--- src/hdl/olist_pkg.sv ---
`timescale 1ns / 1ps
// Shared types and constants for the ordered list engine.
package olist_pkg;

  parameter int unsigned DefListDepth = 16;
  parameter int unsigned ValueWidth   = 32;
  parameter int unsigned LengthWidth  = 5;

  typedef enum logic [1:0] {
    OpAppend   = 2'd0,
    OpDelHead  = 2'd1,
    OpDelTail  = 2'd2,
    OpDelAfter = 2'd3
  } op_e;

  typedef enum logic [1:0] {
    StatOk          = 2'd0,
    StatEmpty       = 2'd1,
    StatNotPossible = 2'd2,
    StatFull        = 2'd3
  } status_e;

  typedef struct packed {
    logic [1:0]                   operation;
    logic signed [ValueWidth-1:0] item_value;
  } olist_in_t;

  typedef struct packed {
    logic [1:0]                   status;
    logic signed [ValueWidth-1:0] removed_value;
    logic [LengthWidth-1:0]       list_length;
  } olist_out_t;

endpackage

--- src/hdl/olist_ctrl.sv ---
`timescale 1ns / 1ps
// Entry memory and sequencer that searches and shifts one entry per cycle.
module olist_ctrl #(
  parameter int unsigned ListDepth = olist_pkg::DefListDepth
) (
  input  logic                   clk_i,
  input  logic                   rst_ni,
  input  logic                   in_valid_i,
  output logic                   in_stall_o,
  input  olist_pkg::olist_in_t   in_item_i,
  output logic                   res_valid_o,
  input  logic                   res_take_i,
  output olist_pkg::olist_out_t  res_o
);
  import olist_pkg::*;

  localparam int unsigned AW = $clog2(ListDepth);
  localparam int unsigned CW = $clog2(ListDepth + 1);

  typedef enum logic [1:0] {
    StIdle,
    StSearch,
    StShift,
    StDone
  } state_e;

  state_e                  state_q;
  logic [CW-1:0]           count_q;
  logic [AW-1:0]           ptr_q;
  logic                    first_q;
  logic [ValueWidth-1:0]   val_q;
  status_e                 status_q;
  logic [ValueWidth-1:0]   removed_q;

  logic [ValueWidth-1:0]   mem_q [ListDepth];
  logic [ValueWidth-1:0]   rd_data_q;

  logic [AW-1:0]           rd_addr;
  logic                    wr_en;
  logic [AW-1:0]           wr_addr;
  logic [ValueWidth-1:0]   wr_data;

  logic [CW-1:0]           ptr_nx;
  logic [CW-1:0]           count_m1;
  logic                    last;
  logic                    full;
  logic                    empty;
  op_e                     op;

  assign ptr_nx   = CW'(ptr_q) + 1'b1;
  assign count_m1 = count_q - 1'b1;
  assign last     = (CW'(ptr_q) == count_m1);
  assign full     = (count_q == CW'(ListDepth));
  assign empty    = (count_q == '0);
  assign op       = op_e'(in_item_i.operation);

  always_comb begin
    rd_addr = AW'(ptr_nx);
    wr_en   = 1'b0;
    wr_addr = AW'(count_q);
    wr_data = in_item_i.item_value;
    unique case (state_q)
      StIdle: begin
        unique case (op)
          OpAppend: begin
            wr_en   = in_valid_i && !full;
            rd_addr = '0;
          end
          OpDelTail: rd_addr = AW'(count_m1);
          OpDelHead, OpDelAfter: rd_addr = '0;
          default: rd_addr = '0;
        endcase
      end
      StShift: begin
        if (!first_q) begin
          wr_en   = 1'b1;
          wr_addr = ptr_q - 1'b1;
          wr_data = rd_data_q;
        end
      end
      StSearch, StDone: ;
      default: ;
    endcase
  end

  always_ff @(posedge clk_i) begin
    if (wr_en) begin
      mem_q[wr_addr] <= wr_data;
    end
    rd_data_q <= mem_q[rd_addr];
  end

  always_ff @(posedge clk_i or negedge rst_ni) begin
    if (!rst_ni) begin
      state_q   <= StIdle;
      count_q   <= '0;
      ptr_q     <= '0;
      first_q   <= 1'b0;
      val_q     <= '0;
      status_q  <= StatOk;
      removed_q <= '0;
    end else begin
      unique case (state_q)
        StIdle: begin
          if (in_valid_i) begin
            val_q     <= in_item_i.item_value;
            removed_q <= '0;
            first_q   <= 1'b1;
            unique case (op)
              OpAppend: begin
                if (full) begin
                  status_q <= StatFull;
                end else begin
                  status_q <= StatOk;
                  count_q  <= count_q + 1'b1;
                end
                state_q <= StDone;
              end
              OpDelHead: begin
                ptr_q <= '0;
                if (empty) begin
                  status_q <= StatEmpty;
                  state_q  <= StDone;
                end else begin
                  status_q <= StatOk;
                  state_q  <= StShift;
                end
              end
              OpDelTail: begin
                ptr_q <= AW'(count_m1);
                if (empty) begin
                  status_q <= StatEmpty;
                  state_q  <= StDone;
                end else begin
                  status_q <= StatOk;
                  state_q  <= StShift;
                end
              end
              OpDelAfter: begin
                ptr_q <= '0;
                if (empty) begin
                  status_q <= StatNotPossible;
                  state_q  <= StDone;
                end else begin
                  state_q <= StSearch;
                end
              end
              default: state_q <= StIdle;
            endcase
          end
        end
        StSearch: begin
          if (last) begin
            status_q <= StatNotPossible;
            state_q  <= StDone;
          end else begin
            ptr_q <= AW'(ptr_nx);
            if (rd_data_q == val_q) begin
              status_q <= StatOk;
              first_q  <= 1'b1;
              state_q  <= StShift;
            end
          end
        end
        StShift: begin
          first_q <= 1'b0;
          if (first_q) begin
            removed_q <= rd_data_q;
          end
          if (last) begin
            count_q <= count_m1;
            state_q <= StDone;
          end else begin
            ptr_q <= AW'(ptr_nx);
          end
        end
        StDone: begin
          if (res_take_i) begin
            state_q <= StIdle;
          end
        end
        default: state_q <= StIdle;
      endcase
    end
  end

  assign in_stall_o          = (state_q != StIdle);
  assign res_valid_o         = (state_q == StDone);
  assign res_o.status        = status_q;
  assign res_o.removed_value = removed_q;
  assign res_o.list_length   = LengthWidth'(count_q);

endmodule

--- src/hdl/ordered_list_engine_top.sv ---
`timescale 1ns / 1ps
// Ordered list engine: bounded list with append and three kinds of removal.
//
// Input channel in_valid_i / in_stall_o carries one item: an operation and a
// value. Output channel out_valid_o / out_stall_i returns one item per input
// item: status, removed value and the new list length. An item moves at a
// rising edge with valid high and stall low.
// Only one item is worked on at a time; in_stall_o is high until its result
// has moved into the output register, which can then hold it while the next
// item is already accepted.
// Append, and a removal from an empty list, go straight to the result state;
// remove tail reads the last entry only; remove head and remove after value
// step through every entry of the list before the result is ready.
// out_valid_o rises at the edge that frees the sequencer for the next item.
// Remove after value searches up to the first match and then shifts the rest,
// one entry per cycle, so it visits every entry whether or not it matches.
// Reset empties the list; entry contents are not cleared and need no pass.
// A stalled result stays in the output register, and the sequencer holds the
// next finished result until that register frees up.
module ordered_list_engine_top #(
  parameter int unsigned LIST_DEPTH = olist_pkg::DefListDepth
) (
  input  logic                   clk_i,
  input  logic                   rst_ni,
  input  logic                   in_valid_i,
  output logic                   in_stall_o,
  input  olist_pkg::olist_in_t   in_item_i,
  output logic                   out_valid_o,
  input  logic                   out_stall_i,
  output olist_pkg::olist_out_t  out_item_o
);
  import olist_pkg::*;

  logic       res_valid;
  logic       res_take;
  olist_out_t res;
  logic       out_valid_q;
  olist_out_t out_item_q;

  olist_ctrl #(
    .ListDepth(LIST_DEPTH)
  ) u_ctrl (
    .clk_i      (clk_i),
    .rst_ni     (rst_ni),
    .in_valid_i (in_valid_i),
    .in_stall_o (in_stall_o),
    .in_item_i  (in_item_i),
    .res_valid_o(res_valid),
    .res_take_i (res_take),
    .res_o      (res)
  );

  assign res_take = res_valid && (!out_valid_q || !out_stall_i);

  always_ff @(posedge clk_i or negedge rst_ni) begin
    if (!rst_ni) begin
      out_valid_q <= 1'b0;
    end else if (res_take) begin
      out_valid_q <= 1'b1;
    end else if (!out_stall_i) begin
      out_valid_q <= 1'b0;
    end
  end

  always_ff @(posedge clk_i) begin
    if (res_take) begin
      out_item_q <= res;
    end
  end

  assign out_valid_o = out_valid_q;
  assign out_item_o  = out_item_q;

endmodule
--- config.mk ---
export PLATFORM = sky130hd
export DESIGN_NAME = ordered_list_engine_top
export DESIGN_NICKNAME = d
export VERILOG_FILES = /design/src/hdl/olist_pkg.sv /design/src/hdl/olist_ctrl.sv /design/src/hdl/ordered_list_engine_top.sv
export SDC_FILE = /design/constraint.sdc
export NUM_CORES = 1
export LEC_CHECK = 0
export BUFFER_PORTS_ARGS = -buffer_cell sky130_fd_sc_hd__buf_4
export CORE_UTILIZATION = 35
export CTS_CLUSTER_SIZE = 24
export DETAILED_ROUTE_END_ITERATION = 6
export MAX_ROUTING_LAYER = met4
export SYNTH_ARGS = -nofsm -noshare
export SYNTH_HDL_FRONTEND = slang
export SYNTH_SLANG_ARGS = --single-unit
export TNS_END_PERCENT = 1
--- constraint.sdc ---
create_clock -name clk_i -period 5.7 [get_ports clk_i]
set_clock_uncertainty 0.1 [all_clocks]
set_input_delay 0.57 -clock clk_i [delete_from_list [all_inputs] [get_ports clk_i]]
set_output_delay 0.57 -clock clk_i [all_outputs]
set_load 0.01 [all_outputs]
# Word level (Yosys, flattened, before mapping)

Memory sizes are Yosys's and may differ from the RTL's. A register that Yosys moved wholly into a read port is not among the register bits.
Cells that the tools add are included.

Register bits after elaboration: 118
RAM bits: 512
Input bits: 38
Output and inout port bits: 41
Memories: 1

Memory list:

| name         | words | bits a word | read ports | clocked after memory_dff | wr ports | RTL line         | RTL |
|---|---|---|---|---|---|---|---|
| u_ctrl.mem_q | 16    | 32          | 1          | 1                        | 1        | olist_ctrl.sv:35 | `logic [ValueWidth-1:0] mem_q [ListDepth];` |

Add/sub/neg operators: 4
Equality and inequality tests: 22
Mux-type cells: 46
Reduce and logical (&&, ||, !) cells: 25

Operators by type and width:

| kind                                             | number |
|---|---|
| two-way mux 32 bit                               | 4 |
| case mux 32 bit (2 select lines)                 | 1 |
| equality test 32 bit                             | 1 |
| case mux 4 bit (2 select lines)                  | 3 |
| two-way mux 2 bit                                | 11 |
| two-way mux 4 bit                                | 5 |
| two-way mux 5 bit                                | 4 |
| AND reduction 4 bit                              | 4 |
| case mux 2 bit (3 select lines)                  | 2 |
| two-way mux 1 bit                                | 11 |
| != test 2 x 1 -> 1 bit, second input constant    | 5 |
| != test 2 bit, second input constant             | 5 |
| case mux 5 bit (2 select lines)                  | 1 |
| equality test 2 bit, second input constant       | 4 |
| case mux 2 bit (4 select lines)                  | 1 |
| nonzero test 2 bit                               | 4 |
| OR reduction 2 bit                               | 3 |
| adder 5 x 1 -> 5 bit, second input constant      | 1 |
| equality test 4 x 5 -> 1 bit                     | 1 |
| equality test 5 bit, second input constant       | 1 |
| logical NOT 5 bit                                | 1 |
| AND reduction 5 bit                              | 1 |
| subtractor 5 x 1 -> 5 bit, second input constant | 1 |
| adder 4 x 1 -> 4 bit, second input constant      | 1 |
| 16 further kinds                                 | 21 |

# Longest topological paths before layout

Gate-level depths: netlist (run 1).

Depth in word-level cells: 7
Depth in mapped cells: 12
Depth with buffers taken out: 8

# By module

From an unflattened synthesis (run 1), not the netlist that was laid out.

Cells, all modules: 1,659
Area total of the unflattened synthesis: 26,990.9 sq um

Modules (own cells, without submodules):

| module                  | instances | cells each | area each (sq um) |
|---|---|---|---|
| olist_ctrl              | 1         | 1,617      | 25,776.0 |
| ordered_list_engine_top | 1         | 42         | 1,214.9 |

# Worst setup path after synthesis (run 1)

OpenSTA, ideal clock, no wires.

Path type: register to register
From: reg u_ctrl.state_q[0]
To: reg out_item_q, in the netlist out_item_o[0] (enable)
Library setup time: 0.495 ns
Arrival: 3.489 ns
Path slack: 1.616 ns
Stages on the path, launching flop included: 3
Buffers on the path: 0
Path through: dfrtp_1 ha_1 a21boi_0

Word-level cells in the longest chain between the ends: 2

Ends and longest elaborated chain:

| what                   | RTL line                      | RTL |
|---|---|---|
| from (decl)            | olist_ctrl.sv:27              | `state_e state_q;` |
| from (signal assigned) | olist_ctrl.sv:95              | `state_q <= StIdle;` |
| from (signal assigned) | olist_ctrl.sv:117             | `state_q <= StDone;` |
| from (signal assigned) | olist_ctrl.sv:123             | `state_q <= StDone;` |
| equality test 2 bit    | olist_ctrl.sv:188             | `assign res_valid_o = (state_q == StDone);` |
| logical AND 1 bit      | ordered_list_engine_top.sv:53 | `assign res_take = res_valid && (!out_valid_q \|\| !out_stall_i);` |
| named net res_take     | ordered_list_engine_top.sv:35 | `logic res_take;` |
| to (signal assigned)   | ordered_list_engine_top.sv:67 | `out_item_q <= res;` |
| to (decl)              | ordered_list_engine_top.sv:38 | `olist_out_t out_item_q;` |

The timed path passes the listed nets, and every way through them passes these cells.
A chain may end at the register's enable or synchronous reset.

# Worst setup path in the final report (run 1)

From: reg u_ctrl.state_q[0]
To: mem u_ctrl.mem_q[8][23] (enable)

Word-level cells in the longest chain between the ends: 4
Elaborated cells between the ends (all ways): 6

Ends and longest elaborated chain:

| what                                                            | RTL line         | RTL |
|---|---|---|
| equality test 2 bit / logical NOT 2 bit (equally long branches) | olist_ctrl.sv:62 | `unique case (state_q)` |
| case mux 1 bit (2 select lines)                                 | olist_ctrl.sv:62 |  |
| two-way mux 1 bit                                               | olist_ctrl.sv:87 | `if (wr_en) begin` |
| two-way mux 1 bit (not written as such)                         | olist_ctrl.sv:88 | `mem_q[wr_addr] <= wr_data;` |
| to (decl)                                                       | olist_ctrl.sv:35 |  |

Several ways; a longest one is shown, not always the timed one.

==> results of run 1 <==
logic make-up (layout without fill, tap and decap cells):
logic type,count (synthesis),in the layout,share of synthesized area (%)
AO/OA/AOI/OAI,87,87,2.477
XOR/XNOR,46,46,1.630
adder cells (fa/ha/maj),14,14,0.6557
buffers and inverters,123,252,2.075
flip-flops,662,662,71.73
multiplexers,259,259,9.877
AND/OR/NAND/NOR,728,728,11.56
metrics by stage:
step / utilization [%] / power (uW) / cells / worst slack [ns]
floorplan: - / 11100 / 1919 / 1.616
detailed placement: 38.05 / 13230 / 2887 / 1.406
CTS: 41.07 / 17680 / 3017 / 1.371
global route: 41.07 / 18470 / 3017 / 1.034
finish: 41.07 / 17560 / 3017 / 1.378
global placement: 38.05 / 13100 / 2887 / 1.413
layer usage:
metal	routed length (um)	global-route usage, %	part of all wire [%]
met1	29160	24.16	45
met2	30050	26.53	46
met3	4820	3.148	7.4
met4	1451	4.845	2.2
met5	0	-	0
worst min path at each step:
| stage | endpoint | slack, ns | cells past startpoint | startpoint |
|---|---|---|---|---|
| final | out_valid_o$_DFFE_PN0P_ | 0.11 | 2 | out_stall_i |
| after global routing | out_valid_o$_DFFE_PN0P_ | 0.09 | 2 | out_stall_i |
| after CTS | out_valid_o$_DFFE_PN0P_ | 0.09 | 2 | out_stall_i |
| after detailed placement | out_item_o[6]$_DFFE_PP_ | 0.33 | 0 | u_ctrl.removed_q[1]$_DFFE_PN0P_ |
| after global placement | out_item_o[8]$_DFFE_PP_ | 0.34 | 0 | u_ctrl.removed_q[3]$_DFFE_PN0P_ |
| after floorplan | out_valid_o$_DFFE_PN0P_ | 0.17 | 0 | rst_ni |
power by group through the flow:
| stage | sequential [uW] | combinational [uW] | clock (uW) |
|---|---|---|---|
| 6_report | 6660 | 6470 | 4440 |
| 5_1_grt | 6710 | 7050 | 4700 |
| 4_1_cts | 6650 | 6510 | 4530 |
| 3_5_place_dp | 6750 | 6490 | 0 |
| 3_3_place_gp | 6720 | 6380 | 0 |
| 2_1_floorplan | 6520 | 4590 | 0 |
area by class of cell:
| cell class | count | area (sq um) | area share (%) |
|---|---|---|---|
| tap | 969 | 1212 | 3.939 |
| timing repair buffer | 107 | 868.3 | 2.821 |
| inverter | 16 | 60.06 | 0.1951 |
| multi-input combinational | 1134 | 7226 | 23.47 |
| clock buffer | 95 | 1967 | 6.390 |
| clock inverter | 34 | 285.3 | 0.9268 |
| sequential | 662 | 19160 | 62.26 |
flip-flops by register name (all words and copies together) (netlist names):
name	count
u_ctrl.val_q	32
u_ctrl.status_q	2
u_ctrl.count_q	5
u_ctrl.mem_q	512
u_ctrl.first_q	1
out_valid_o	1
u_ctrl.ptr_q	4
u_ctrl.state_q	2
out_item_o	39
u_ctrl.removed_q	32
u_ctrl.rd_data_q	32
cells in the final DEF (no fill, tap or decap), drive strengths merged, types with 31 or more instances in the layout:
cell type  count
nor2          31
clkbuf        95
buf          106
edfxtp       551
xor2          36
mux2          34
nand3        196
dfxtp         32
nand2        469
o221ai        32
dfrtp         79
mux2i        225
what timing repair did:
item,4_1_cts,5_1_grt
hold buffers,1,0
hold endpoints to repair,17,0
setup buffers,0,0
==> parameters.txt, run 1 <==
Parameter                              Value

Pwr
  Ratio of total power to cell area    570.5 mW/mm^2
  Net switching power    6529 uW
  Cell internal power dissipation    11,030 uW
  Leakage Power    0.01128 uW
  Comb power frac    36.8%
  Sw Share    37.18%
  Flop pwr share    37.9%
  Maximum ir drop on the vdd rail    0.7697 mV
  Clock network fraction of total power    25.3%

Detailed routing
  Detailed-route DRC error count    0
  Total detailed-routing wirelength    65,480 um
  TritonRoute pass-1 iters    5
  Final routed wire length divided by cell count    21.70 um
  Detailed Route Iter0 Violations    1,519
  Number of nets with antenna violations after routing    0
  Detail-routed via count per cell    5.193
  Vias after detailed routing    15,670

Clock network
  Number of clock sinks seen by CTS    662
  Gates resized, CTS repair    0
  Clock transition at the register clock pins on the worst setup and hold paths after CTS    0.06 ns
  Number of buffers on the longest clock path    3
  Buffer type at the clock tree root    clkbuf_16
  TritonCTS clock tree    yes
  CTS buffer count    71
  Worst-skew pair later-pin latency    0.61 ns
  # H-tree levels    3

Worst setup path
  Required time of the worst setup path    5.86 ns
  Crit end category    flip-flop
  Max Fanout on Critical Path    45
  Signal arrival time at the worst endpoint    4.48 ns
  Worst reg2reg startpoint    u_ctrl.state_q[0]$_DFFE_PN0P_
  Worst setup SP type    flip-flop
  Series of cell instances along the critical path    inv_1, ha_2, nand2_2, o21ai_0, nand2_1, nor2_4, buf_4
  CP bufs+invs    2
  Reg-to-Reg End    u_ctrl.mem_q[8][23]$_DFFE_PP_
  Source of the critical timing path    u_ctrl.state_q[0]$_DFFE_PN0P_
  Worst path depth    7
  Worst reg-to-reg setup slack    1.38 ns
  Master of the slowest instance on the critical path    nand2_2
  Crit-path max cell delay    0.76 ns
  Family with the most delay on the worst path    simple AND/OR/NAND/NOR gates
  Worst setup path category    flip-flop to flip-flop
  Worst Reg2Reg Path Length in Cells    7
  Termination of the worst setup path    u_ctrl.mem_q[8][23]$_DFFE_PP_

Placed design
  Number of port buffers    78
  HPWL after DPL    39,710 um
  GP Congestion    0.8880
  Post-DP Area    0.02852 sq mm

Logic synthesis
  Synthesized net count    1,971
  Cell with the most instances after synthesis    edfxtp_1
  Post-synth design cell area    0.02672 sq mm
  Area leader, netlist    edfxtp_1
  Share of flip-flops with an asynchronous set or reset after synthesis    11.93%
  Proportion of netlist area held by the largest area contributor    61.93%
  Yosys warns    0
  Number of distinct standard cells referenced by the synthesized netlist    54
  Post-synth top flop    edfxtp_1
  Post-synth EDFFs    551
  Post-synthesis cell count    1,919
  Register bit total from synthesis    662
  Top post-synthesis cells by area    edfxtp_1, mux2i_1, dfrtp_1, nand2_1, nand3_1
  Post-Syn Area per Cell    13.92 sq um
  Synth cell count leaders    edfxtp_1, nand2_1, mux2i_1
  Share of the yosys chip area belonging to registers    71.73%

Cells and area
  Layout Nets    2,044
  Antenna diode count    0
  Syn-to-layout area delta    15.22%
  Final non-filler cell area    0.03078 sq mm
  Layout cells sized above 1    13.77%
  Filler cell count    6,733

Global route
  Overall global routing resource usage    17.52%
  Number of antenna violations at the first check in global routing    0
  Maximum number of pins on one net before global-route repair    117
  Overflow left after global routing    0
  Wire length of the first global-routing pass    98,940 um
  Vias in the first global route    15,480

STA
  Headroom to the max-slew limit    20.28%
  Shortest period the worst path allows    4.322 ns
  Final worst-path cycle share    75.83%
  Final total negative setup slack    0 ns
  Number of hold violations in the final report    0
  Unrepaired setup endpoints after global routing    false
  Transition time at the pin with the least slew margin    1.193 ns
  Worst-case hold slack    0.1143 ns
  Peak clock frequency supported by timing    0.2314 GHz
  Count of endpoints failing setup in the final report    0
  Max-slew violation total from the final report    0

Floorplanning
  Total Die Area    0.07744 sq mm
  I/O pin count    79
  Die height    278.3 um
  Die width    278.3 um
  Starting density of the core    35.65%
  Std cell rows    100
  Area of the core    0.07495 sq mm

Worst hold path
  Class of the tightest hold or removal check    input port to flip-flop

Flow run
  Number of max-cap violations    0

Status
  Run status    finished clean
(Power assumes the default switching activity.)
==> inputs of run 2 (changes only) <==
clock period = 4.3 ns   (was 5.7 ns; I/O delays follow)
==> run 2 against run 1 <==
Net effect: power up 33%; non-clock buffer count up 52; count of clock-buffer cells in the layout is 7 higher; utilization grew 0.77 points; die area did not move; hold slack worse by 0.078 ns; clock power is 30% higher; via count increased by 0.19%; largest power group unchanged; routed wire length up 1.5%; global-route usage increased by 0.16 points.
==> parameters.txt, run 2 (synthesis results as in run 1) <==
Parameter                              Value

Status
  Run status    finished clean

Cells and area
  Layout cells sized above 1    13.92% (+0.15 points)
  End-of-flow core utilization    41.84% (+0.77 points)
  Syn-to-layout area delta    17.38%
  Number of flip-flops in the largest register    512 (unchanged)
  Layout Nets    2,094 (+2.4%)
  FF/Latch Area    0.01916 sq mm (unchanged)
  Most common library cell in the layout ignoring fill and taps    edfxtp_1
  Area of the multi-input gates    0.007226 sq mm (unchanged)
  Count of placed standard cells in the final layout, fillers left out    3,068 (+1.7%)
  Filler cell count    6,755 (+0.33%)
  Top reg by flops    u_ctrl.mem_q
  Most used cells in the layout excluding fill and tap cells    edfxtp_1, nand2_1, mux2i_1

Clock network
  # H-tree levels    3 (unchanged)
  Number of clock sinks seen by CTS    662 (unchanged)
  Number of buffers on the longest clock path    3 (unchanged)
  TritonCTS clock tree    yes
  Worst-skew pair later-pin latency    0.61 ns (about the same)
  Buffer type at the clock tree root    clkbuf_16
  CTS buffer count    69 (-2.8%)
  Clock transition at the register clock pins on the worst setup and hold paths after CTS    0.06 ns (about the same)

Global route
  Wire length of the first global-routing pass    99,060 um (+0.13%)
  Number of antenna violations at the first check in global routing    1 (+1)
  Maximum number of pins on one net before global-route repair    66 (-44%)
  Overall global routing resource usage    17.67% (+0.16 points)
  Vias in the first global route    15,420 (-0.36%)
  Overflow left after global routing    0 (unchanged)

STA
  Transition time at the pin with the least slew margin    1.243 ns (+0.05056 ns)
  Headroom to the max-slew limit    16.90% (-3.4 points)
  Count of endpoints failing setup in the final report    0 (unchanged)
  Unrepaired setup endpoints after global routing    false
  Number of hold violations in the final report    0 (unchanged)
  Shortest period the worst path allows    3.557 ns (-0.7656 ns)
  Max-slew violation total from the final report    0 (unchanged)
  Final total negative setup slack    0 ns (unchanged)
  Peak clock frequency supported by timing    0.2812 GHz (+22%)
  Final worst-path cycle share    82.71% (+6.9 points)

Detailed routing
  Number of nets with antenna violations after routing    0 (unchanged)
  Vias after detailed routing    15,700 (+0.19%)
  Total detailed-routing wirelength    66,430 um (+1.5%)
  TritonRoute pass-1 iters    5 (unchanged)
  Detail-routed via count per cell    5.116 (-1.5%)
  Detailed-route DRC error count    0 (unchanged)
  Detailed Route Iter0 Violations    1,498 (-1.4%)
  Final routed wire length divided by cell count    21.65 um (-0.23%)

Pwr
  Leakage Power    0.01152 uW (+2.1%)
  Ratio of total power to cell area    742.4 mW/mm^2 (+30%)
  Maximum ir drop on the vdd rail    0.5348 mV (-31%)
  Power consumption    23,280 uW (+33%)

Placed design
  Number of port buffers    78 (unchanged)
  GP Congestion    0.8533 (-3.9%)
  Placed cell count    2,908 (+0.73%)
  HPWL after DPL    39,170 um (-1.3%)

Flow run
  Number of max-cap violations    0 (unchanged)

Floorplanning
  Die height    278.3 um (unchanged)
  Area of the core    0.07495 sq mm (unchanged)
  I/O pin count    79 (unchanged)
  Total Die Area    0.07744 sq mm (unchanged)
  Die width    278.3 um (unchanged)
  Std cell rows    100 (unchanged)
  Starting density of the core    35.65% (unchanged)

Worst setup path
  Crit-path max cell delay    0.78 ns (+0.02 ns)
  Source of the critical timing path    u_ctrl.state_q[1]$_DFFE_PN0P_
  Worst Reg2Reg Path Length in Cells    6 (-1)
  CP bufs+invs    2 (unchanged)
  Worst reg2reg startpoint    u_ctrl.state_q[1]$_DFFE_PN0P_
  Master of the slowest instance on the critical path    ha_1
  Worst setup path category    flip-flop to flip-flop
  Worst setup SP type    flip-flop
  Required time of the worst setup path    4.50 ns (-1.36 ns)
  Crit end category    flip-flop
  Signal arrival time at the worst endpoint    3.76 ns (-0.72 ns)
  Max Fanout on Critical Path    20 (-56%)
  Series of cell instances along the critical path    inv_1, ha_1, and4_1, a41oi_1, nor2_4, buf_12
  Family with the most delay on the worst path    simple AND/OR/NAND/NOR gates
  Worst path depth    6 (-1)

Worst hold path
  Start point of the worst hold path    in_item_i[27]
  Number of cells traversed by the worst hold path    2 (unchanged)
  Class of the tightest hold or removal check    input port to flip-flop
run 2: changes by cell type in the layout (fill, tap and decap cells not counted), sizes merged:
cell and change:
dlygate4sd3 +31, buf +21, clkbuf +7, clkinv -6, bufinv -1, clkinvlp -1, diode +1, inv -1
run 2: routing by layer:
| metal | track usage [%] | vias up | share of wire [%] |
|---|---|---|---|
| met4 | 4.817 | 0 | 1.8 |
| li1 | - | 7252 | - |
| met3 | 2.628 | 84 | 5.4 |
| met1 | 24.80 | 7922 | 47 |
| met5 | - | - | 0 |
| met2 | 26.75 | 437 | 46 |
run 2: final cells by class:
| cell class | instances | area share [%] |
|---|---|---|
| Antenna cell | 1 | 0.007979 |
| Clock buffer | 102 | 6.328 |
| Clock inverter | 25 | 0.6423 |
| Inverter | 16 | 0.1915 |
| Multi-Input combinational cell | 1134 | 23.04 |
| Sequential cell | 662 | 61.11 |
| Tap cell | 969 | 3.866 |
| Timing Repair Buffer | 159 | 4.819 |
run 2: final timing paths:
kind	endpoint	slack, ns
max	u_ctrl.mem_q[5][19]$_DFFE_PP_	0.74
min	u_ctrl.val_q[27]$_DFFE_PN0P_	0.04
max reg2reg	u_ctrl.mem_q[5][19]$_DFFE_PP_	0.74
min reg2reg	out_item_o[8]$_DFFE_PP_	0.34
max in group asynchronous	u_ctrl.val_q[22]$_DFFE_PN0P_	2.80
min in group asynchronous	u_ctrl.ptr_q[3]$_DFFE_PN0P_	0.28
run 2: stage by stage:
stage	cell area (sq um)	setup WS, ns	hold slack, ns
2_1_floorplan	26720	0.2163	0.03441
3_3_place_gp	28850	0.8844	0.3360
3_5_place_dp	28850	0.8290	0.3374
4_1_cts	31360	0.8097	0.006139
5_1_grt	31360	0.5822	0.02527
6_report	31360	0.7435	0.03585
run 2: where the power goes:
part / leakage, uW / switching (uW) / total [uW] / internal [uW]
sequential: 0.00625 / 725 / 8850 / 8120
clock: 0.00107 / 2430 / 5770 / 3340
combinational: 0.00420 / 5400 / 8660 / 3260
total: 0.0115 / 8560 / 23300 / 14700
run 2: repair_timing:
action / in CTS / in global routing
endpoints found under the hold margin: 69 / 0
buffers inserted: 0 / 0
hold buffers: 32 / 0
gates resized for setup: 0 / 0
==> inputs of run 3 (changes only) <==
ABC_AREA = 1   (was unset)
clock period = 3.7 ns   (was 4.3 ns; I/O delays follow)
==> run 3 against run 2 <==
Net effect: critical path depth increased by 3; first-iteration DRC count decreased by 5.7%; non-clock buffer count increased by 46; largest power group is now combinational cells; fmax increased by 13%; clock power increased by 14%; count of clock-buffer cells in the layout decreased by 7; via count increased by 12%; die area increased by 1.9%; combinational power increased by 30%; largest cell class unchanged.
==> parameters.txt, run 3 <==
Parameter                              Value

Worst setup path
  Worst setup path category    flip-flop to flip-flop
  Worst reg-to-reg setup slack    0.56 ns (-0.18 ns)
  Required time of the worst setup path    4.09 ns (-0.41 ns)
  Max Fanout on Critical Path    46 (+130%)
  Worst setup SP type    flip-flop
  Signal arrival time at the worst endpoint    3.52 ns (-0.24 ns)
  Crit end category    flip-flop

STA
  Transition time at the pin with the least slew margin    0.6519 ns (-0.5916 ns)
  Headroom to the max-slew limit    56.45% (+40 points)
  Max-slew violation total from the final report    0 (unchanged)
  Final total negative setup slack    0 ns (unchanged)
  Shortest period the worst path allows    3.137 ns (-0.4197 ns)
  Unrepaired setup endpoints after global routing    false
  Peak clock frequency supported by timing    0.3188 GHz (+13%)
  Number of hold violations in the final report    0 (unchanged)
  Final worst-path cycle share    84.78% (+2.1 points)
  Count of endpoints failing setup in the final report    0 (unchanged)

Floorplanning
  Total Die Area    0.07889 sq mm (+1.9%)
  Die height    280.9 um (+0.93%)
  Starting density of the core    35.60% (-0.045 points)
  I/O pin count    79 (unchanged)
  Die width    280.9 um (+0.93%)
  Area of the core    0.07645 sq mm (+2.0%)
  Std cell rows    101 (+1.0%)

Pwr
  Leakage Power    0.01212 uW (+5.2%)
  Maximum ir drop on the vdd rail    0.6924 mV (+29%)
  Ratio of total power to cell area    882.6 mW/mm^2 (+19%)

Clock network
  Buffer type at the clock tree root    clkbuf_16
  Post-CTS Setup Inserts    0 (unchanged)
  Number of clock sinks seen by CTS    662 (unchanged)
  Number of buffers on the longest clock path    3 (unchanged)
  Worst-skew pair later-pin latency    0.62 ns (about the same)
  TritonCTS clock tree    yes
  CTS buffer count    66 (-4.3%)
  Gates resized, CTS repair    0 (unchanged)
  Clock transition at the register clock pins on the worst setup and hold paths after CTS    0.06 ns (about the same)
  # H-tree levels    3 (unchanged)

Logic synthesis
  Share of the yosys chip area belonging to registers    70.40% (-1.3 points)
  Synth cell count leaders    edfxtp_1, inv_1, nand2_1
  Post-synth top flop    edfxtp_1
  Number of distinct standard cells referenced by the synthesized netlist    31 (-43%)
  Post-synth design cell area    0.02722 sq mm (+1.9%)
  Synthesized net count    2,393 (+21%)
  Proportion of netlist area held by the largest area contributor    60.79% (-1.1 points)
  Area leader, netlist    edfxtp_1
  Post-synth EDFFs    551 (unchanged)
  Top post-synthesis cells by area    edfxtp_1, dfrtp_1, inv_1, nand3_1, nand2_1
  Post-synthesis cell count    2,341 (+22%)
  Yosys warns    0 (unchanged)
  Post-Syn Area per Cell    11.63 sq um (-16%)
  Share of flip-flops with an asynchronous set or reset after synthesis    11.93% (unchanged)
  Register bit total from synthesis    662 (unchanged)
  Cell with the most instances after synthesis    edfxtp_1

Cells and area
  Final non-filler cell area    0.03207 sq mm (+2.2%)
  Antenna diode count    0 (-1)
  Layout cells sized above 1    11.59% (-2.3 points)
  Top reg by flops    u_ctrl.mem_q
  Syn-to-layout area delta    17.80%
  Number of flip-flops in the largest register    512 (unchanged)
  Most used cells in the layout excluding fill and tap cells    edfxtp_1, inv_1, nand2_1
  Layout Nets    2,535 (+21%)
  Most common library cell in the layout ignoring fill and taps    edfxtp_1

Global route
  Overflow left after global routing    0 (unchanged)
  Wire length of the first global-routing pass    100,500 um (+1.5%)
  Overall global routing resource usage    17.11% (-0.56 points)
  Vias in the first global route    17,090 (+11%)
  Maximum number of pins on one net before global-route repair    161 (+140%)
  Number of antenna violations at the first check in global routing    0 (-1)

Detailed routing
  Detailed Route Iter0 Violations    1,412 (-5.7%)
  Vias after detailed routing    17,500 (+12%)
  Detail-routed via count per cell    4.907 (-4.1%)
  Total detailed-routing wirelength    64,910 um (-2.3%)
  Detailed-route DRC error count    0 (unchanged)
  TritonRoute pass-1 iters    5 (unchanged)
  Final routed wire length divided by cell count    18.20 um (-16%)
  Number of nets with antenna violations after routing    0 (unchanged)

Placed design
  HPWL after DPL    38,890 um (-0.72%)
  GP Congestion    0.8404 (-1.5%)
  Post-DP Area    0.02960 sq mm (+2.6%)
  Number of port buffers    78 (unchanged)

Status
  Run status    finished clean

Worst hold path
  Class of the tightest hold or removal check    input port to flip-flop

Flow run
  Number of max-cap violations    0 (unchanged)
## run 3: cell types whose count changed after synthesis, sizes merged, moves of 34 or more
cell / before / now
mux2: 34 / 0
nand3: 196 / 244
o211ai: 0 / 130
nand2: 469 / 321
buf: 53 / 88
inv: 16 / 368
o21ai: 8 / 237
mux2i: 225 / 0
a21oi: 9 / 135
## run 3: what timing repair did
action | 4_1_cts | 5_1_grt
endpoints found under the hold margin | 69 | 0
setup endpoints to repair | 0 | 0
hold buffers | 32 | 0
## run 3: path summary, 6_finish.rpt
kind | from | end | cells after the start
worst min-delay path | in_item_i[20] | u_ctrl.val_q[20]$_DFFE_PN0P_ | 3
min in group asynchronous | rst_ni | u_ctrl.count_q[3]$_DFFE_PN0P_ | 2
worst max register to register | u_ctrl.count_q[0]$_DFFE_PN0P_ | u_ctrl.rd_data_q[8]$_DFF_P_ | 9
max in group asynchronous | rst_ni | u_ctrl.removed_q[27]$_DFFE_PN0P_ | 3
worst max-delay path | u_ctrl.count_q[0]$_DFFE_PN0P_ | u_ctrl.rd_data_q[8]$_DFF_P_ | 9
worst min register to register | u_ctrl.removed_q[13]$_DFFE_PN0P_ | out_item_o[18]$_DFFE_PP_ | 0
## run 3: cell families (layout without fill, tap and decap cells)
family / after synthesis / count (layout) / share of synthesized area (%)
DFF: 662 / 662 / 70.40
AOI/OAI and AO/OA: 514 / 514 / 10.77
xor gates and xnor gates: 34 / 34 / 1.094
adders and majority gates: 14 / 14 / 0.6435
and+or+nand+nor: 618 / 618 / 9.791
buffers and inverters: 499 / 695 / 7.295
## run 3: layer usage
layer | vias to the layer above | GRT usage [%] | part of all wire (%)
li1 | 8418 | - | -
met1 | 8499 | 22.56 | 44
met2 | 492 | 27.22 | 48
met3 | 95 | 2.378 | 5.6
met4 | 0 | 5.647 | 2.2
met5 | - | - | 0
## run 3: area by class of cell
| type | instances | area, sq um |
|---|---|---|
| clock inverters | 27 | 240.2 |
| well taps | 1030 | 1289 |
| inverters | 368 | 1381 |
| fillers | 7086 | 44390 |
| multi-input cells | 1180 | 6255 |
| flip-flops and latches | 662 | 19160 |
| repair buffers | 205 | 1832 |
| clock buffers | 95 | 1906 |
## run 3: critical path, stage by stage, from the launching register on
cell	delay (ns)
dfrtp_1	0.59
inv_1	0.21
ha_1	0.45
o22ai_4	0.47
buf_4	0.56
a21oi_1	0.09
o21ai_0	0.16
nand3_1	0.11
nand3_1	0.17
nand2_1	0.08
## run 3: report_power, final
part / switching (uW) / internal (uW) / leakage, uW / total [uW]
clock network: 2780 / 3820 / 0.00105 / 6600
logic: 7690 / 3640 / 0.00481 / 11300
registers: 699 / 9680 / 0.00626 / 10400
## run 3: through the flow
| step | instances | util [%] | power, uW | hold WS (ns) | worst slack, ns |
|---|---|---|---|---|---|
| after floorplan | 2341 | - | 18090 | -0.02559 | 0.1957 |
| after global routing | 3567 | 41.94 | 30160 | 0.04270 | 0.3633 |
| after detailed placement | 3413 | 38.72 | 21830 | 0.3005 | 0.6393 |
| after CTS | 3567 | 41.94 | 28500 | 0.005523 | 0.6031 |
| final | 3567 | 41.94 | 28300 | 0.02444 | 0.5632 |
| after global placement | 3413 | 38.72 | 21630 | 0.2994 | 0.6914 |
